$ cat src/hdl/pli_ram.sv
`default_nettype none

module pli_ram #(
  parameter int WIDTH = 64,
  parameter int DEPTH = 64
) (
  input  wire logic                     clk,
  input  wire logic                     wr_en,
  input  wire logic [$clog2(DEPTH)-1:0] wr_addr,
  input  wire logic [WIDTH-1:0]         wr_data,
  input  wire logic                     rd_en,
  input  wire logic [$clog2(DEPTH)-1:0] rd_addr,
  output logic [WIDTH-1:0]              rd_data
);

  logic [WIDTH-1:0] mem [DEPTH];

  always_ff @(posedge clk) begin
    if (wr_en) begin
      mem[wr_addr] <= wr_data;
    end
    if (rd_en) begin
      rd_data <= mem[rd_addr];
    end
  end

endmodule

`default_nettype wire

$ cat config.mk
export PLATFORM = sky130hd
export DESIGN_NAME = pli_ram
export DESIGN_NICKNAME = d
export VERILOG_FILES = /design/src/hdl/pli_ram.sv
export SDC_FILE = /design/constraint.sdc
export NUM_CORES = 2
export LEC_CHECK = 0
export ABC_CLOCK_PERIOD_IN_PS = 5820
export CORE_ASPECT_RATIO = 1.75
export CORE_MARGIN = 2
export CORE_UTILIZATION = 50
export DETAILED_ROUTE_END_ITERATION = 8
export DONT_BUFFER_PORTS = 1
export GPL_TIMING_DRIVEN = 1
export HOLD_SLACK_MARGIN = 0.08
export PLACE_DENSITY = 0.66
export SKIP_CTS_REPAIR_TIMING = 1
export SLEW_MARGIN = 20
export SYNTH_ARGS = -nofsm -noshare
export SYNTH_HDL_FRONTEND = slang
export SYNTH_SLANG_ARGS = --single-unit
export TNS_END_PERCENT = 50
$ cat constraint.sdc
create_clock -name clk -period 5.82 [get_ports clk]
set_input_delay 0.291 -clock clk [delete_from_list [all_inputs] [get_ports clk]]
set_output_delay 0.291 -clock clk [all_outputs]
set_load 0.05 [all_outputs]
# Word level (Yosys, flattened, before mapping)
# Memory sizes are Yosys's and may differ from the RTL's. A register that Yosys moved wholly into a read port is not among the register bits.
# Index checks and enable logic that the tools add are counted.
[totals]
ff_bits = 0
ram_bits = 4096
in_bits = 79
out_inout_bits = 64
elab_cells = 3
mem_count = 1
[memory_table]
columns = ["name", "words", "width", "rd", "rd_clocked_by_memory_dff", "write_ports", "line_no", "rtl"]
rows = [
  ["mem", 64, 64, 1, 1, 1, "16", "logic [WIDTH-1:0] mem [DEPTH];"],
]
[classes]
mux = 2
[ops]
columns = ["operator", "count"]
rows = [
  ["two-way mux 1 bit", 2],
]

# Depth between registers and ports, before layout
[depth]
word_depth = 2
ltp_mapped = 9
depth_no_buf = 5

# Worst setup path after synthesis
# Ideal clock, no wire load.
[synth_path]
kind = "in2reg"
from = "in wr_addr[3]"
to = "mem mem[48][0] (enable)"
t_arrival_ps = 5163
t_required_ps = 5256
slack_ps = 93
path_stages = 4
n_path_buf = 1
path_cell_list = "clkbuf_1 nor2b_1 nand4b_1 nor3_1"
[synth_rtl]
columns = ["item", "line_no", "rtl"]
rows = [
  ["start, declared", "9", "input wire logic [$clog2(DEPTH)-1:0] wr_addr,"],
  ["end, declared", "16", ""],
]
# Straight into the memory's write port.

==> reports/summary.md <==
Measured against its own limit, the worst slew margin works out to -12.97%. The floorplan has 272 rows. Per report_power, the combinational group accounts for 4.6% of the total. Sequential cell area in the final layout: 124900 um2.

Setup total negative slack on the finished layout was measured at 0 ns. Yosys mapped a number of flops with a built-in enable equal to 4160. Yosys mapped the design onto 32 distinct sky130hd cell types. STA classifies the critical path endpoint as a flop. The main flop type after synthesis was sky130_fd_sc_hd__edfxtp_1.

The average via count per standard cell works out to 6.607. Cell with the most instances after synthesis: sky130_fd_sc_hd__edfxtp_1. The worst setup path category was in -> reg. Number of setup violations in the final report: 0.

In the final routed layout, each cell accounts on average for 37.65 um. The routed design has 426700 um of wire. For this run, the top clock speed supported by timing is 217.4 MHz. The fraction of synthesized cell area taken by the top area cell type is 79.57%.

Sequential elements use 79.57% of the synthesized area. The number of antenna-violating nets in the routed design is 0, and the highest ir drop seen on vdd is 0.0002933 V. Transition time of the tightest slew-check pin: 1.695 ns. The height of the die came out at 745.3 um.

The filler cells instantiated in the layout total 22.43k. Detailed placement finished with a half-perimeter wire length of 218900 um. For the H-tree depth, the log shows 5. The part of the power in the clock network was 40.3%; the highest fanout seen on the critical path was 94.

In the post-synthesis netlist, the biggest area contributors are sky130_fd_sc_hd__edfxtp_1 (80%), sky130_fd_sc_hd__mux4_2 (15%), sky130_fd_sc_hd__mux2i_1 (0.86%). The cell area that synthesis handed to floorplanning was 157000 um2. Entering global routing, the biggest net connects 875 pins. The logs give 0 for the number of warnings reported in the yosys synthesis log and 6 for the first-pass iteration count of the detailed router. The net count of the finished layout is 7003. The final reports fail on slew limit. Global routing used 26.64% of the available tracks.

The share of post-route cells with drive strength above 1 is 26.56%, and the power density normalized to cell area is 342.2 nW/um2. In this run the static leakage power is 54.81 nW. Cell at the root of the clock tree: sky130_fd_sc_hd__clkbuf_16. Dividing the synthesized area by the synthesized cell count gives 23.79 um2. No sink is reached through more buffers than the 4 on the longest clock path. Relative to the synthesized area, the layout overhead comes to 13.09%. For the worst-skew pair, the clock arrives at the later sink with an insertion delay of 0.95 ns. The run gives 6.45 ns as the required time of the critical path.

After layout, the minimum clock period comes to 4.600 ns. The initial core utilization was 50.14%. Of the total power, the share spent switching nets is 21.14%. Summing all non-filler instances in the final layout gives an area of 177500 um2. The final critical path takes up 79.03% of the cycle. Setup repair after global routing left no endpoint under its margin. The logs give 0 for the post-detailed-route DRC marker count and 0.7864 for the last weighted congestion value of the routability-driven placer. The net count after synthesis was 6677. The number of failing hold endpoints at the final stage was 0; the total chip power was 60.76 mW.

TritonCTS built the clock tree. Input and output buffers added on the ports amount to 0. The first global-routing pass estimated 591000 um of wire. The number of max-slew violations in the final report was 65. Type of the most critical hold path: in -> reg. Once placement finished, the instance area stood at 163000 um2.

Launching element type of the critical path: an input port. By count the netlist is led by sky130_fd_sc_hd__edfxtp_1 (4160), sky130_fd_sc_hd__mux4_2 (1024), sky130_fd_sc_hd__buf_2 (170). The setup slack after layout is 1.220 ns. Data on the critical path arrives at its endpoint at 5.23 ns. Total clock buffers created by CTS: 364. The number of max-cap violations came out at 0.

The global route total overflow is 0, and the post-synthesis cell count is 6598. The number of antenna violations at the first check in global routing was 21; the number of cells on the worst reg-to-reg path was 6. After synthesis the netlist holds a flip-flop and latch count of 4160. The top cell type by total area after synthesis was sky130_fd_sc_hd__edfxtp_1. The total area of multi-input combinational cells is 30770 um2, and the width of the die is 427.6 um.

The clock skew came out at 0.06244 ns. The floorplan step defined a core boundary enclosing 313100 um2. The first routing iteration left 10.65k violations. The flow ran to the end, but the final reports show violations. Sink count of the clock tree: 4160. The floorplan step defined a die boundary enclosing 318700 um2. The tools report the internal portion of total power as 47.91 mW.

Per report_power, the sequential group accounts for 55.1% of the total. After clock tree synthesis, the clock-pin slew on the worst setup and hold paths is 0.07 ns. Detailed routing inserted a total of 74.87k vias. For this run, asynchronously set or reset flops after synthesis account for 0%. Worst slack after detailed placement: 0.2493 ns. The tools report the switching power summed over all nets as 12.85 mW. The tightest hold path in the finished design has a slack of 0.06622 ns.

The number of primary I/O pins was 143; the number of instances on the worst hold path was 3. The via count of the first global-routing pass was 75.19k.
[power groups by stage]
stage | clock network (mW) | logic [mW] | registers, mW
2_1_floorplan | 0 | 1.55 | 34.1
3_3_place_gp | 0 | 1.99 | 34.2
3_5_place_dp | 0 | 2.02 | 34.2
4_1_cts | 24.7 | 2.02 | 33.5
5_1_grt | 25.8 | 2.92 | 33.5
6_report | 24.5 | 2.79 | 33.5
[cells in the final DEF, fill, tap and decap left out, types with 3 or more instances in the layout]
master                          count
sky130_fd_sc_hd__a22o_1            88
sky130_fd_sc_hd__clkbuf_1          62
sky130_fd_sc_hd__o22ai_1           83
sky130_fd_sc_hd__and3_1            64
sky130_fd_sc_hd__inv_1             19
sky130_fd_sc_hd__nand2_1           55
sky130_fd_sc_hd__clkbuf_16        369
sky130_fd_sc_hd__buf_4            137
sky130_fd_sc_hd__buf_12            35
sky130_fd_sc_hd__clkinv_1          63
sky130_fd_sc_hd__a31oi_1           18
sky130_fd_sc_hd__o221ai_1          38
sky130_fd_sc_hd__clkinv_8           3
sky130_fd_sc_hd__bufinv_16         42
sky130_fd_sc_hd__dlygate4sd3_1     73
sky130_fd_sc_hd__clkinv_4          10
sky130_fd_sc_hd__edfxtp_1        4160
sky130_fd_sc_hd__or3_1             29
sky130_fd_sc_hd__a211oi_1          63
sky130_fd_sc_hd__nor2_1            47
sky130_fd_sc_hd__a2bb2oi_1         19
sky130_fd_sc_hd__mux2i_1          135
sky130_fd_sc_hd__diode_2           13
sky130_fd_sc_hd__clkinvlp_4        22
sky130_fd_sc_hd__nor2b_1           24
sky130_fd_sc_hd__nand2b_1           9
sky130_fd_sc_hd__mux4_2          1024
sky130_fd_sc_hd__nand3_1           45
sky130_fd_sc_hd__buf_16            85
sky130_fd_sc_hd__clkinv_2          65
sky130_fd_sc_hd__nor2b_4            3
sky130_fd_sc_hd__or2_2             28
sky130_fd_sc_hd__nor2_4            64
sky130_fd_sc_hd__inv_6             11
sky130_fd_sc_hd__a22oi_1          168
sky130_fd_sc_hd__a41oi_1           26
[registers in the layout, indices dropped and copies added, names as in the netlist]
signal   flops
rd_data     64
mem       4096
[cell type report]
class                   instances  share of cell area (%)
repair buffers                330                   2.703
clock inverters               221                   1.314
clock buffers                 431                   5.332
diodes                         13                 0.01832
well taps                    4110                   2.897
flip-flops and latches       4160                   70.36
multi-input cells            2049                   17.33
inverters                      19                 0.04017
[path summary, 6_finish.rpt]
kind | end | slack, ns | start
setup / recovery | rd_data[37]$_DFFE_PP_ | 1.22 | rd_addr[0]
hold / removal | mem[51][60]$_DFFE_PP_ | 0.07 | wr_addr[1]
setup reg to reg | rd_data[28]$_DFFE_PP_ | 3.21 | mem[11][28]$_DFFE_PP_
hold reg to reg | rd_data[16]$_DFFE_PP_ | 0.94 | mem[53][16]$_DFFE_PP_
[routing by layer]
metal  wire (um)  share of wire, %  GRT usage, %  up-vias
met4       18080               4.2         9.762        4
li1            -                 -             -    29140
met5          24            0.0056             0        -
met1      148300                35         33.79    40790
met3       35970               8.4         4.338      840
met2      224400                53         46.25     4104
[kinds of logic (layout without fill, tap and decap cells)]
| family | after synthesis | in the layout | share of synthesized area (%) |
|---|---|---|---|
| and+or+nand+nor | 386 | 386 | 1.235 |
| AOI/OAI and AO/OA | 504 | 504 | 2.467 |
| other | 0 | 13 | 0 |
| buffers and inverters | 389 | 1001 | 1.176 |
| DFF | 4160 | 4160 | 79.57 |
| muxes | 1159 | 1159 | 15.55 |
[worst max-delay path, stage by stage]
cell and delay, ns:
sky130_fd_sc_hd__buf_16 0.40, sky130_fd_sc_hd__buf_16 0.47, sky130_fd_sc_hd__buf_16 0.37, sky130_fd_sc_hd__buf_16 0.36, sky130_fd_sc_hd__buf_16 0.36, sky130_fd_sc_hd__buf_16 0.48
sky130_fd_sc_hd__buf_16 0.56, sky130_fd_sc_hd__mux4_2 0.60, sky130_fd_sc_hd__mux2i_1 0.20, sky130_fd_sc_hd__o22ai_1 0.17, sky130_fd_sc_hd__a41oi_1 0.45, sky130_fd_sc_hd__a211oi_1 0.09
[stage by stage]
| stage | cells | utilization [%] |
|---|---|---|
| 2_1_floorplan | 6598 | - |
| 3_3_place_gp | 10520 | 52.01 |
| 3_5_place_dp | 10520 | 52.05 |
| 4_1_cts | 11170 | 55.82 |
| 5_1_grt | 11330 | 56.70 |
| 6_report | 11330 | 56.70 |
(Power assumes the default switching activity.)
